`config.mk`:
```
export PLATFORM = sky130hd
export DESIGN_NAME = utf16_printable_run_extractor
export DESIGN_NICKNAME = d
export VERILOG_FILES = /design/src/design/u16rx_pkg.sv /design/src/design/u16rx_front.sv /design/src/design/u16rx_fifo.sv /design/src/design/u16rx_back.sv /design/src/design/utf16_printable_run_extractor.sv
export SDC_FILE = /design/constraint.sdc
export NUM_CORES = 1
export LEC_CHECK = 0
export ABC_AREA = 1
export ABC_CLOCK_PERIOD_IN_PS = 23600
export BUFFER_PORTS_ARGS = -buffer_cell sky130_fd_sc_hd__buf_2
export CELL_PAD_IN_SITES_DETAIL_PLACEMENT = 0
export CELL_PAD_IN_SITES_GLOBAL_PLACEMENT = 1
export CORE_MARGIN = 10
export CORE_UTILIZATION = 36
export CTS_BUF_LIST = sky130_fd_sc_hd__clkbuf_8
export DETAILED_ROUTE_END_ITERATION = 10
export GPL_ROUTABILITY_DRIVEN = 0
export PLACE_DENSITY = 0.57
export SYNTH_ARGS = -nofsm -noshare
export SYNTH_HDL_FRONTEND = slang
export SYNTH_SLANG_ARGS = --single-unit
```
`constraint.sdc`:
```
create_clock -name clk -period 23.6 [get_ports clk]
set_clock_uncertainty 0.2 [all_clocks]
set_input_delay 4.72 -clock clk [delete_from_list [all_inputs] [get_ports clk]]
set_output_delay 4.72 -clock clk [all_outputs]
set_load 0.02 [all_outputs]
```
`src/design/u16rx_pkg.sv`:
```
// Shared types, constants and helper functions of the UTF-16 printable run extractor.
package u16rx_pkg;

    localparam int MAX_MIN_LEN = 16;
    localparam int CNT_W       = $clog2(MAX_MIN_LEN + 1);
    localparam int IDX_W       = $clog2(MAX_MIN_LEN);
    localparam int CP_W        = 21;
    localparam int Q_DEPTH     = 4;
    localparam int Q_PTR_W     = $clog2(Q_DEPTH);
    localparam int Q_CNT_W     = $clog2(Q_DEPTH + 1);

    // lane event codes
    localparam logic [1:0] OP_NONE = 2'd0;
    localparam logic [1:0] OP_PUSH = 2'd1;
    localparam logic [1:0] OP_END  = 2'd2;

    // result kinds
    localparam logic KIND_CP  = 1'b0;
    localparam logic KIND_END = 1'b1;

    // configuration register indexes
    localparam logic REG_MIN_LEN     = 1'b0;
    localparam logic REG_ENDIAN_MODE = 1'b1;

    // endian modes
    localparam logic [1:0] MODE_AUTO   = 2'd0;
    localparam logic [1:0] MODE_LITTLE = 2'd1;
    localparam logic [1:0] MODE_BIG    = 2'd2;
    localparam logic [1:0] MODE_BOTH   = 2'd3;

    typedef struct packed {
        logic            pre_end;   // pair broken: end run before the main event
        logic [1:0]      op;
        logic [CP_W-1:0] cp;
    } lane_ev_t;

    typedef struct packed {
        lane_ev_t [1:0] ev;
        logic           last;
    } rec_t;

    typedef struct packed {
        logic            lane;
        logic            kind;
        logic [CP_W-1:0] code_point;
        logic [31:0]     utf8_word;
        logic [2:0]      utf8_count;
    } res_t;

    function automatic res_t make_cp(logic lane, logic [CP_W-1:0] cp);
        res_t r;
        r.lane       = lane;
        r.kind       = KIND_CP;
        r.code_point = cp;
        if (cp <= 21'h7F) begin
            r.utf8_word  = {cp[7:0], 24'h0};
            r.utf8_count = 3'd1;
        end
        else if (cp <= 21'h7FF) begin
            r.utf8_word  = {3'b110, cp[10:6], 2'b10, cp[5:0], 16'h0};
            r.utf8_count = 3'd2;
        end
        else if (cp <= 21'hFFFF) begin
            r.utf8_word  = {4'hE, cp[15:12], 2'b10, cp[11:6], 2'b10, cp[5:0], 8'h0};
            r.utf8_count = 3'd3;
        end
        else begin
            r.utf8_word  = {5'b11110, cp[20:18], 2'b10, cp[17:12], 2'b10, cp[11:6],
                            2'b10, cp[5:0]};
            r.utf8_count = 3'd4;
        end
        return r;
    endfunction

    function automatic res_t make_end(logic lane);
        res_t r;
        r.lane       = lane;
        r.kind       = KIND_END;
        r.code_point = '0;
        r.utf8_word  = '0;
        r.utf8_count = '0;
        return r;
    endfunction

endpackage

```
`src/design/u16rx_front.sv`:
```
// Front end: pairs bytes into units, picks lanes, joins surrogates, classifies code points.
module u16rx_front (
    input  logic              clk,
    input  logic              rst_n,
    input  logic              s_tvalid,
    output logic              s_tready,
    input  logic [7:0]        data_byte,
    input  logic              last_byte,
    input  logic [1:0]        endian_mode,
    input  logic              q_full,
    output logic              rec_valid,
    output u16rx_pkg::rec_t   rec
);

    typedef struct packed {
        u16rx_pkg::lane_ev_t ev;
        logic                pv;
        logic [9:0]          hi;
    } dec_t;

    function automatic logic printable(logic [u16rx_pkg::CP_W-1:0] cp);
        logic bad;
        bad = (cp < 21'h20) || (cp inside {[21'h7F:21'h9F]}) || (cp > 21'h10FFFF)
            || (cp inside {[21'hD800:21'hDFFF]}) || (cp[15:1] == 15'h7FFF)
            || (cp inside {[21'hFDD0:21'hFDEF]});
        return !bad;
    endfunction

    function automatic dec_t decode(logic pv, logic [9:0] hi, logic [15:0] u);
        dec_t d;
        logic [u16rx_pkg::CP_W-1:0] cp;
        d.ev.pre_end = 1'b0;
        d.ev.op      = u16rx_pkg::OP_NONE;
        d.ev.cp      = '0;
        d.pv         = 1'b0;
        d.hi         = hi;
        if (pv && (u inside {[16'hDC00:16'hDFFF]})) begin
            cp      = 21'h10000 + {1'b0, hi, u[9:0]};
            d.ev.cp = cp;
            d.ev.op = printable(cp) ? u16rx_pkg::OP_PUSH : u16rx_pkg::OP_END;
        end
        else begin
            d.ev.pre_end = pv;
            cp           = {5'b0, u};
            if (u == 16'hFEFF) begin
                d.ev.op = u16rx_pkg::OP_END;
            end
            else if (u inside {[16'hD800:16'hDBFF]}) begin
                d.pv = 1'b1;
                d.hi = u[9:0];
            end
            else if (u inside {[16'hDC00:16'hDFFF]}) begin
                d.ev.op = u16rx_pkg::OP_END;
            end
            else begin
                d.ev.cp = cp;
                d.ev.op = printable(cp) ? u16rx_pkg::OP_PUSH : u16rx_pkg::OP_END;
            end
        end
        return d;
    endfunction

    logic             phase_reg;
    logic [7:0]       held_reg;
    logic             seen_reg;
    logic [1:0]       lanes_reg;
    logic [1:0]       pv_reg;
    logic [1:0][9:0]  hi_reg;
    logic [1:0]       lanes_now;
    logic             accept;
    dec_t [1:0]       dec;

    assign s_tready = !q_full;
    assign accept   = s_tvalid && s_tready;

    always_comb
    begin
        if (seen_reg) begin
            lanes_now = lanes_reg;
        end
        else begin
            case (endian_mode)
                u16rx_pkg::MODE_LITTLE: lanes_now = 2'b01;
                u16rx_pkg::MODE_BIG:    lanes_now = 2'b10;
                u16rx_pkg::MODE_BOTH:   lanes_now = 2'b11;
                default:
                begin
                    if (held_reg == 8'hFF && data_byte == 8'hFE)
                        lanes_now = 2'b01;
                    else if (held_reg == 8'hFE && data_byte == 8'hFF)
                        lanes_now = 2'b10;
                    else
                        lanes_now = 2'b11;
                end
            endcase
        end
        dec[0] = decode(pv_reg[0], hi_reg[0], {data_byte, held_reg});
        dec[1] = decode(pv_reg[1], hi_reg[1], {held_reg, data_byte});
        for (int l = 0; l < 2; l++) begin
            if (phase_reg && lanes_now[l]) begin
                rec.ev[l] = dec[l].ev;
            end
            else begin
                rec.ev[l].pre_end = 1'b0;
                rec.ev[l].op      = u16rx_pkg::OP_NONE;
                rec.ev[l].cp      = '0;
            end
        end
        rec.last  = last_byte;
        rec_valid = accept && (phase_reg || last_byte);
    end

    always_ff @(posedge clk or negedge rst_n)
    begin
        if (!rst_n) begin
            phase_reg <= 1'b0;
            seen_reg  <= 1'b0;
            lanes_reg <= 2'b11;
            pv_reg    <= 2'b00;
        end
        else if (accept) begin
            if (last_byte) begin
                phase_reg <= 1'b0;
                seen_reg  <= 1'b0;
                lanes_reg <= 2'b11;
                pv_reg    <= 2'b00;
            end
            else if (!phase_reg) begin
                phase_reg <= 1'b1;
            end
            else begin
                phase_reg <= 1'b0;
                seen_reg  <= 1'b1;
                lanes_reg <= lanes_now;
                for (int l = 0; l < 2; l++) begin
                    if (lanes_now[l])
                        pv_reg[l] <= dec[l].pv;
                end
            end
        end
    end

    always_ff @(posedge clk)
    begin
        if (accept && !phase_reg)
            held_reg <= data_byte;
        if (accept && phase_reg) begin
            for (int l = 0; l < 2; l++) begin
                if (lanes_now[l])
                    hi_reg[l] <= dec[l].hi;
            end
        end
    end

endmodule

```
`src/design/u16rx_fifo.sv`:
```
// Short queue of per-unit event records between front and back end.
module u16rx_fifo (
    input  logic            clk,
    input  logic            rst_n,
    input  logic            wr_en,
    input  u16rx_pkg::rec_t wr_data,
    output logic            full,
    input  logic            rd_en,
    output logic            rd_valid,
    output u16rx_pkg::rec_t rd_data
);

    u16rx_pkg::rec_t                  mem_reg [u16rx_pkg::Q_DEPTH];
    logic [u16rx_pkg::Q_PTR_W-1:0]    wr_ptr_reg;
    logic [u16rx_pkg::Q_PTR_W-1:0]    rd_ptr_reg;
    logic [u16rx_pkg::Q_CNT_W-1:0]    count_reg;
    logic                             do_wr;
    logic                             do_rd;

    assign full     = (count_reg == u16rx_pkg::Q_CNT_W'(u16rx_pkg::Q_DEPTH));
    assign rd_valid = (count_reg != '0);
    assign rd_data  = mem_reg[rd_ptr_reg];
    assign do_wr    = wr_en && !full;
    assign do_rd    = rd_en && rd_valid;

    always_ff @(posedge clk or negedge rst_n)
    begin
        if (!rst_n) begin
            wr_ptr_reg <= '0;
            rd_ptr_reg <= '0;
            count_reg  <= '0;
        end
        else begin
            if (do_wr)
                wr_ptr_reg <= wr_ptr_reg + 1'b1;
            if (do_rd)
                rd_ptr_reg <= rd_ptr_reg + 1'b1;
            if (do_wr && !do_rd)
                count_reg <= count_reg + 1'b1;
            else if (do_rd && !do_wr)
                count_reg <= count_reg - 1'b1;
        end
    end

    always_ff @(posedge clk)
    begin
        if (do_wr)
            mem_reg[wr_ptr_reg] <= wr_data;
    end

endmodule

```
`src/design/u16rx_back.sv`:
```
// Back end: run buffering, release bursts, run-end markers and output staging.
module u16rx_back (
    input  logic                        clk,
    input  logic                        rst_n,
    input  logic [u16rx_pkg::CNT_W-1:0] min_len,
    input  logic                        rec_valid,
    input  u16rx_pkg::rec_t             rec,
    output logic                        rec_pop,
    output logic                        m_tvalid,
    input  logic                        m_tready,
    output u16rx_pkg::res_t             m_res,
    output logic                        m_final
);

    localparam int BUF_N = 2 * u16rx_pkg::MAX_MIN_LEN;

    logic [u16rx_pkg::CP_W-1:0]              buf_reg [BUF_N];
    logic                                    busy_reg;
    logic [5:0]                              mask_reg;
    u16rx_pkg::rec_t                         cur_reg;
    logic                                    rel_reg;
    logic                                    rel_lane_reg;
    logic [u16rx_pkg::IDX_W-1:0]             ri_reg;
    logic [u16rx_pkg::IDX_W-1:0]             rel_last_reg;
    logic [1:0][u16rx_pkg::CNT_W-1:0]        cnt_reg;
    logic [1:0]                              released_reg;
    logic                                    hold_valid_reg;
    u16rx_pkg::res_t                         hold_reg;
    logic                                    ovalid_reg;
    u16rx_pkg::res_t                         out_reg;
    logic                                    ofinal_reg;

    logic                                    can_move;
    logic                                    rel_step;
    logic                                    op_step;
    logic                                    end_step;
    logic [5:0]                              sel;
    logic                                    found;
    logic                                    op_lane;
    logic                                    op_push;
    logic [u16rx_pkg::CP_W-1:0]              op_cp;
    logic [u16rx_pkg::IDX_W-1:0]             wr_idx;
    logic [u16rx_pkg::CNT_W-1:0]             cnt_new;
    logic [u16rx_pkg::CNT_W-1:0]             eff_len;
    logic                                    start_rel;
    logic                                    buf_wr;
    logic                                    emit;
    u16rx_pkg::res_t                         emit_res;
    logic                                    flush;
    logic [5:0]                              mask_next;

    assign can_move = !ovalid_reg || m_tready;
    assign rel_step = can_move && busy_reg && rel_reg;
    assign op_step  = can_move && busy_reg && !rel_reg && (mask_reg != '0);
    assign end_step = can_move && busy_reg && !rel_reg && (mask_reg == '0);
    assign rec_pop  = rec_valid && (!busy_reg || end_step);
    assign flush    = end_step && hold_valid_reg;

    always_comb
    begin
        sel   = '0;
        found = 1'b0;
        for (int i = 0; i < 6; i++) begin
            if (mask_reg[i] && !found) begin
                sel[i] = 1'b1;
                found  = 1'b1;
            end
        end
        op_lane = sel[2] || sel[3] || sel[5];
        op_push = (sel[1] && cur_reg.ev[0].op == u16rx_pkg::OP_PUSH)
               || (sel[3] && cur_reg.ev[1].op == u16rx_pkg::OP_PUSH);
        op_cp   = op_lane ? cur_reg.ev[1].cp : cur_reg.ev[0].cp;

        if (min_len == '0)
            eff_len = u16rx_pkg::CNT_W'(1);
        else if (min_len > u16rx_pkg::CNT_W'(u16rx_pkg::MAX_MIN_LEN))
            eff_len = u16rx_pkg::CNT_W'(u16rx_pkg::MAX_MIN_LEN);
        else
            eff_len = min_len;

        if (cnt_reg[op_lane] >= u16rx_pkg::CNT_W'(u16rx_pkg::MAX_MIN_LEN))
            wr_idx = u16rx_pkg::IDX_W'(u16rx_pkg::MAX_MIN_LEN - 1);
        else
            wr_idx = cnt_reg[op_lane][u16rx_pkg::IDX_W-1:0];
        cnt_new   = u16rx_pkg::CNT_W'(wr_idx) + 1'b1;
        start_rel = (cnt_new >= eff_len);
        buf_wr    = op_step && op_push && !released_reg[op_lane];

        emit = rel_step || (op_step && released_reg[op_lane]);
        if (rel_step)
            emit_res = u16rx_pkg::make_cp(rel_lane_reg, buf_reg[{rel_lane_reg, ri_reg}]);
        else if (op_push)
            emit_res = u16rx_pkg::make_cp(op_lane, op_cp);
        else
            emit_res = u16rx_pkg::make_end(op_lane);

        mask_next[0] = rec.ev[0].pre_end;
        mask_next[1] = (rec.ev[0].op != u16rx_pkg::OP_NONE);
        mask_next[2] = rec.ev[1].pre_end;
        mask_next[3] = (rec.ev[1].op != u16rx_pkg::OP_NONE);
        mask_next[4] = rec.last;
        mask_next[5] = rec.last;
    end

    always_ff @(posedge clk or negedge rst_n)
    begin
        if (!rst_n) begin
            busy_reg       <= 1'b0;
            mask_reg       <= '0;
            rel_reg        <= 1'b0;
            cnt_reg        <= '0;
            released_reg   <= '0;
            hold_valid_reg <= 1'b0;
            ovalid_reg     <= 1'b0;
        end
        else begin
            if (emit) begin
                ovalid_reg     <= hold_valid_reg;
                hold_valid_reg <= 1'b1;
            end
            else if (flush) begin
                ovalid_reg     <= 1'b1;
                hold_valid_reg <= 1'b0;
            end
            else if (m_tready) begin
                ovalid_reg <= 1'b0;
            end

            if (rec_pop) begin
                busy_reg <= 1'b1;
                mask_reg <= mask_next;
            end
            else if (end_step) begin
                busy_reg <= 1'b0;
            end
            else if (op_step) begin
                mask_reg <= mask_reg & ~sel;
            end

            if (rel_step && ri_reg == rel_last_reg)
                rel_reg <= 1'b0;

            if (op_step) begin
                if (!op_push) begin
                    cnt_reg[op_lane]      <= '0;
                    released_reg[op_lane] <= 1'b0;
                end
                else if (!released_reg[op_lane]) begin
                    cnt_reg[op_lane] <= cnt_new;
                    if (start_rel) begin
                        released_reg[op_lane] <= 1'b1;
                        rel_reg               <= 1'b1;
                    end
                end
            end
        end
    end

    always_ff @(posedge clk)
    begin
        if (buf_wr)
            buf_reg[{op_lane, wr_idx}] <= op_cp;
        if (rec_pop)
            cur_reg <= rec;
        if (buf_wr && start_rel) begin
            rel_lane_reg <= op_lane;
            ri_reg       <= '0;
            rel_last_reg <= wr_idx;
        end
        else if (rel_step) begin
            ri_reg <= ri_reg + 1'b1;
        end
        if (emit) begin
            hold_reg   <= emit_res;
            out_reg    <= hold_reg;
            ofinal_reg <= 1'b0;
        end
        else if (flush) begin
            out_reg    <= hold_reg;
            ofinal_reg <= 1'b1;
        end
    end

    assign m_tvalid = ovalid_reg;
    assign m_res    = out_reg;
    assign m_final  = ofinal_reg;

endmodule

```
`src/design/utf16_printable_run_extractor.sv`:
```
// Top level of the UTF-16 printable run extractor: config registers and stream ports.
//
//  channel  dir  beat contents
//  -------  ---  -----------------------------------------------------------------
//  s_*      in   tdata[7:0] data_byte; tlast last_byte
//  m_*      out  tdata code_point/utf8_word/utf8_count; tuser lane/kind; tlast final
//  cfg_*    in   cfg_we, cfg_addr (0 min_len, 1 endian_mode), cfg_data[4:0]
//
// The front end takes one byte per cycle while the four-entry record queue has room.
// The back end handles each run event and each buffered code point of a release burst
// (up to 16) as a step of its own, and closes out each record with a final step.
// Reset (rst_n low) clears stream state; min_len returns to 4, endian_mode to 3.
// A stalled m_tready holds the output beat and, once the queue fills, s_tready.
module utf16_printable_run_extractor (
    input  logic        clk,
    input  logic        rst_n,
    input  logic        s_tvalid,
    output logic        s_tready,
    input  logic [7:0]  s_tdata,   // [7:0] data_byte
    input  logic        s_tlast,   // last_byte
    output logic        m_tvalid,
    input  logic        m_tready,
    output logic [55:0] m_tdata,   // [20:0] code_point, [52:21] utf8_word, [55:53] utf8_count
    output logic [1:0]  m_tuser,   // [0] lane, [1] kind
    output logic        m_tlast,   // final_of_item
    input  logic        cfg_we,
    input  logic        cfg_addr,
    input  logic [4:0]  cfg_data
);

    logic [u16rx_pkg::CNT_W-1:0] min_len_reg;
    logic [1:0]                  endian_mode_reg;

    logic            fr_valid;
    u16rx_pkg::rec_t fr_rec;
    logic            q_full;
    logic            q_valid;
    u16rx_pkg::rec_t q_rec;
    logic            q_pop;
    u16rx_pkg::res_t res;

    // config writes take effect at once; issue them only while idle
    always_ff @(posedge clk or negedge rst_n)
    begin
        if (!rst_n) begin
            min_len_reg     <= u16rx_pkg::CNT_W'(4);
            endian_mode_reg <= u16rx_pkg::MODE_BOTH;
        end
        else if (cfg_we) begin
            case (cfg_addr)
                u16rx_pkg::REG_MIN_LEN:     min_len_reg     <= cfg_data;
                u16rx_pkg::REG_ENDIAN_MODE: endian_mode_reg <= cfg_data[1:0];
                default:                    ;
            endcase
        end
    end

    u16rx_front u_front (
        .clk         (clk),
        .rst_n       (rst_n),
        .s_tvalid    (s_tvalid),
        .s_tready    (s_tready),
        .data_byte   (s_tdata),
        .last_byte   (s_tlast),
        .endian_mode (endian_mode_reg),
        .q_full      (q_full),
        .rec_valid   (fr_valid),
        .rec         (fr_rec)
    );

    u16rx_fifo u_fifo (
        .clk      (clk),
        .rst_n    (rst_n),
        .wr_en    (fr_valid),
        .wr_data  (fr_rec),
        .full     (q_full),
        .rd_en    (q_pop),
        .rd_valid (q_valid),
        .rd_data  (q_rec)
    );

    u16rx_back u_back (
        .clk       (clk),
        .rst_n     (rst_n),
        .min_len   (min_len_reg),
        .rec_valid (q_valid),
        .rec       (q_rec),
        .rec_pop   (q_pop),
        .m_tvalid  (m_tvalid),
        .m_tready  (m_tready),
        .m_res     (res),
        .m_final   (m_tlast)
    );

    assign m_tdata = {res.utf8_count, res.utf8_word, res.code_point};
    assign m_tuser = {res.kind, res.lane};

endmodule

```
==> impl_metrics.csv <==
group,metric,value,unit
synth,synth_flop_cell,"edfxtp_1",
die,die_area,141200,um2
sta,worst_slew_pin_slew,1.199,ns
clock_network,h-tree-depth,4,
global_routing,overflow,0,
synth,async_reset_ff_share,3.811,%
routing,drc,0,
die,dieHeight,375.8,um
synth,synth_enable_flop_cells,1055,
worst_setup_path,reg2reg_slack,17.98,ns
power_and_ir_drop,ir_drop,74.14,uV
synth,synth_largest_area_cell,"edfxtp_1",
clock_network,root_buffer,"clkbuf_8",
die,initial_core_util,36.25,%
synth,synth_most_common_cell,"edfxtp_1",
synth,ys_seq_area_share,72.05,%
placed_design,post-dp-hpwl,79510,um
routing,drt-total-wl,132500,um
sta,period_needed,7.601,ns
global_routing,grt_pass1_wl,195800,um
clock_network,cts_hold_buf,0,
job,drv_cap,0,
synth,synthCells,3839,
synth,ys_top_cells_by_count,"edfxtp_1, nand2_1, nand3_1",
power_and_ir_drop,powerDensity,145.5,nW/um2
die,pin_count,81,
sta,hold_violations,0,
synth,netlist.area_leader.share,69.51,%
sta,fin_crit_sh,32.21,%
routing,drtIter0Drc,2538,
worst_hold_path,worstHoldStart,"u_back.hold_reg[33]",
worst_hold_path,worstHoldPathType,"reg -> reg",
worst_setup_path,critPathMaxFanout,21,
die,row_count,130,
clock_network,clkTransAtPathRegs,0.06,ns
finish,largest_reg_flops,672,
power_and_ir_drop,p_leak,18.44,nW
routing,vias_per_cell,5.111,
worst_setup_path,crit_type,"in -> reg",
die,fp.coreArea,125700,um2
routing,routedWlPerCell,22.94,um
global_routing,antenna_found_initial,3,
worst_setup_path,timing.rr.start,"u_back.mask_reg[0]",
clock_network,clkSinkCount,1102,
clock_network,clk-insertion-delay-late,0.88,ns
synth,synth_cell_types,57,
finish,synthToLayoutAreaGrowth,12.00,%
sta,relSlewSlack,19.97,%
worst_hold_path,hold_depth,0,
clock_network,cts_resized,0,
sta,rsz0062_at_grt,"false",
worst_setup_path,r2r-end,"u_back.buf_reg[26][1]",
worst_setup_path,crit_path_end_kind,"flop",
clock_network,cts_buffer_depth,3,
sta,clock.fmax,131.6,MHz
synth,synth.cell_area,45580,um2
global_routing,grt_pass1_vias,29230,
routing,first_pass_iters,6,
global_routing,grt_max_degree,155,
worst_setup_path,cp.required,23.87,ns
clock_network,cts_tree,"built",
routing,vias,29516,
worst_setup_path,r2r_cells,12,
finish,fillCellCount,12119,
sta,slew_violations,0,
clock_network,post-cts-setup-buffers,0,
finish,fin_nets,4025,
placed_design,portBuffers,77,
sta,finalSetupViolations,0,
finish,utilization,40.60,%
sta,fin_setup_tns,0,ns
die,die_w,375.8,um
worst_setup_path,critPathArrivalTime,7.87,ns
synth,ys_ff_latch,1102,
global_routing,grt_usage,18.42,%
synth,synthTopCellsByArea,"edfxtp_1, nand2_1, nand3_1",
worst_setup_path,worstSetupStartpointType,"input pin",
synth,synth_warnings,0,
outcome,run_status,"finished, final reports clean",
finish,layout-drive-gt1-share,11.77,%
synth,avgSynthCellArea,11.87,um2
clock_network,cts_made_buffers,187,
routing,antenna_left,0,
worst_hold_path,worstHoldEndpoint,"u_back.m_res[33]",
==> kinds of logic after synthesis <==
family	after synthesis	synth area share [%]
XOR/XNOR	15	0.2883
adder cells (fa/ha/maj)	16	0.4557
AND/OR/NAND/NOR	1822	16.86
other	1	0.008228
multiplexers	3	0.07412
buffers and inverters	383	3.967
flip-flops	1102	72.05
AO/OA/AOI/OAI	497	6.301
==> placed cells by master, fill, tap and decap left out, types with 36 or more instances in the layout <==
| cell | instances |
|---|---|
| buf_2 | 77 |
| buf_4 | 82 |
| clkbuf_8 | 191 |
| clkinv_1 | 37 |
| dfrtp_1 | 36 |
| edfxtp_1 | 1055 |
| inv_1 | 228 |
| nand2_1 | 897 |
| nand3_1 | 452 |
| nor2_1 | 323 |
| nor2_2 | 38 |
| nor3_1 | 47 |
| o21ai_0 | 267 |
| o221ai_1 | 51 |
| o22ai_1 | 92 |
==> worst max-delay path, stage by stage <==
cell and delay [ns]:
buf_2 0.07, inv_1 0.03, nand2_1 0.06, nand2_1 0.09, nor2_1 0.14, nand2_1 0.23, nor3_4 0.45, nand3_1 0.82
nor2_2 1.24
==> final cells by class <==
class                      instances  area [um2]  share of cell area [%]
antenna                            3       7.507                 0.01471
clock inverter                   131       674.4                   1.321
clock buffer                     191        2629                   5.150
tap                             1650        2064                   4.044
sequential                      1102       32850                   64.36
inverter                         182       703.2                   1.378
timing repair buffer             160        1021                   2.000
multi-input combinational       2356       11090                   21.73
==> metal layers <==
metal  GRT usage, %  vias up  share of wire, %
li1               -    13984                 -
met1          25.14    14512                45
met2          29.72      817                47
met3          2.939      203               5.0
met4          6.347        0               2.8
met5              0        -                 0
==> power breakdown <==
| group | internal (W) | leakage, nW | switching, W | total, W |
|---|---|---|---|---|
| combinational | 0.000593 | 6.30 | 0.00229 | 0.00288 |
| clock | 0.000774 | 1.93 | 0.000771 | 0.00154 |
| sequential | 0.00289 | 10.2 | 0.000111 | 0.00300 |
==> worst max path at each step <==
stage,startpoint,end,slack [ns],depth (start not counted)
after floorplan,m_tready,u_back.m_res[0],12.17,8
after global placement,m_tready,u_back.buf_reg[25][2],15.17,9
after detailed placement,m_tready,u_back.buf_reg[25][2],15.12,9
after CTS,m_tready,u_back.buf_reg[25][12],16.08,9
after global routing,m_tready,u_back.buf_reg[16][7],15.82,9
final,m_tready,u_back.buf_reg[26][1],16.00,9
==> metrics by stage <==
step | cells | instance area [um2] | hold slack (ns) | setup slack, ns | total power, W
after floorplan | 3841 | 45580 | 0.2003 | 12.17 | 0.004678
after global placement | 5450 | 47730 | 0.2032 | 15.17 | 0.005955
after detailed placement | 5450 | 47730 | 0.2045 | 15.12 | 0.005966
after CTS | 5772 | 51040 | 0.2172 | 16.08 | 0.007528
after global routing | 5774 | 51040 | 0.2200 | 15.82 | 0.007857
final | 5775 | 51050 | 0.2150 | 16.00 | 0.007428
(Power assumes the default switching activity.)
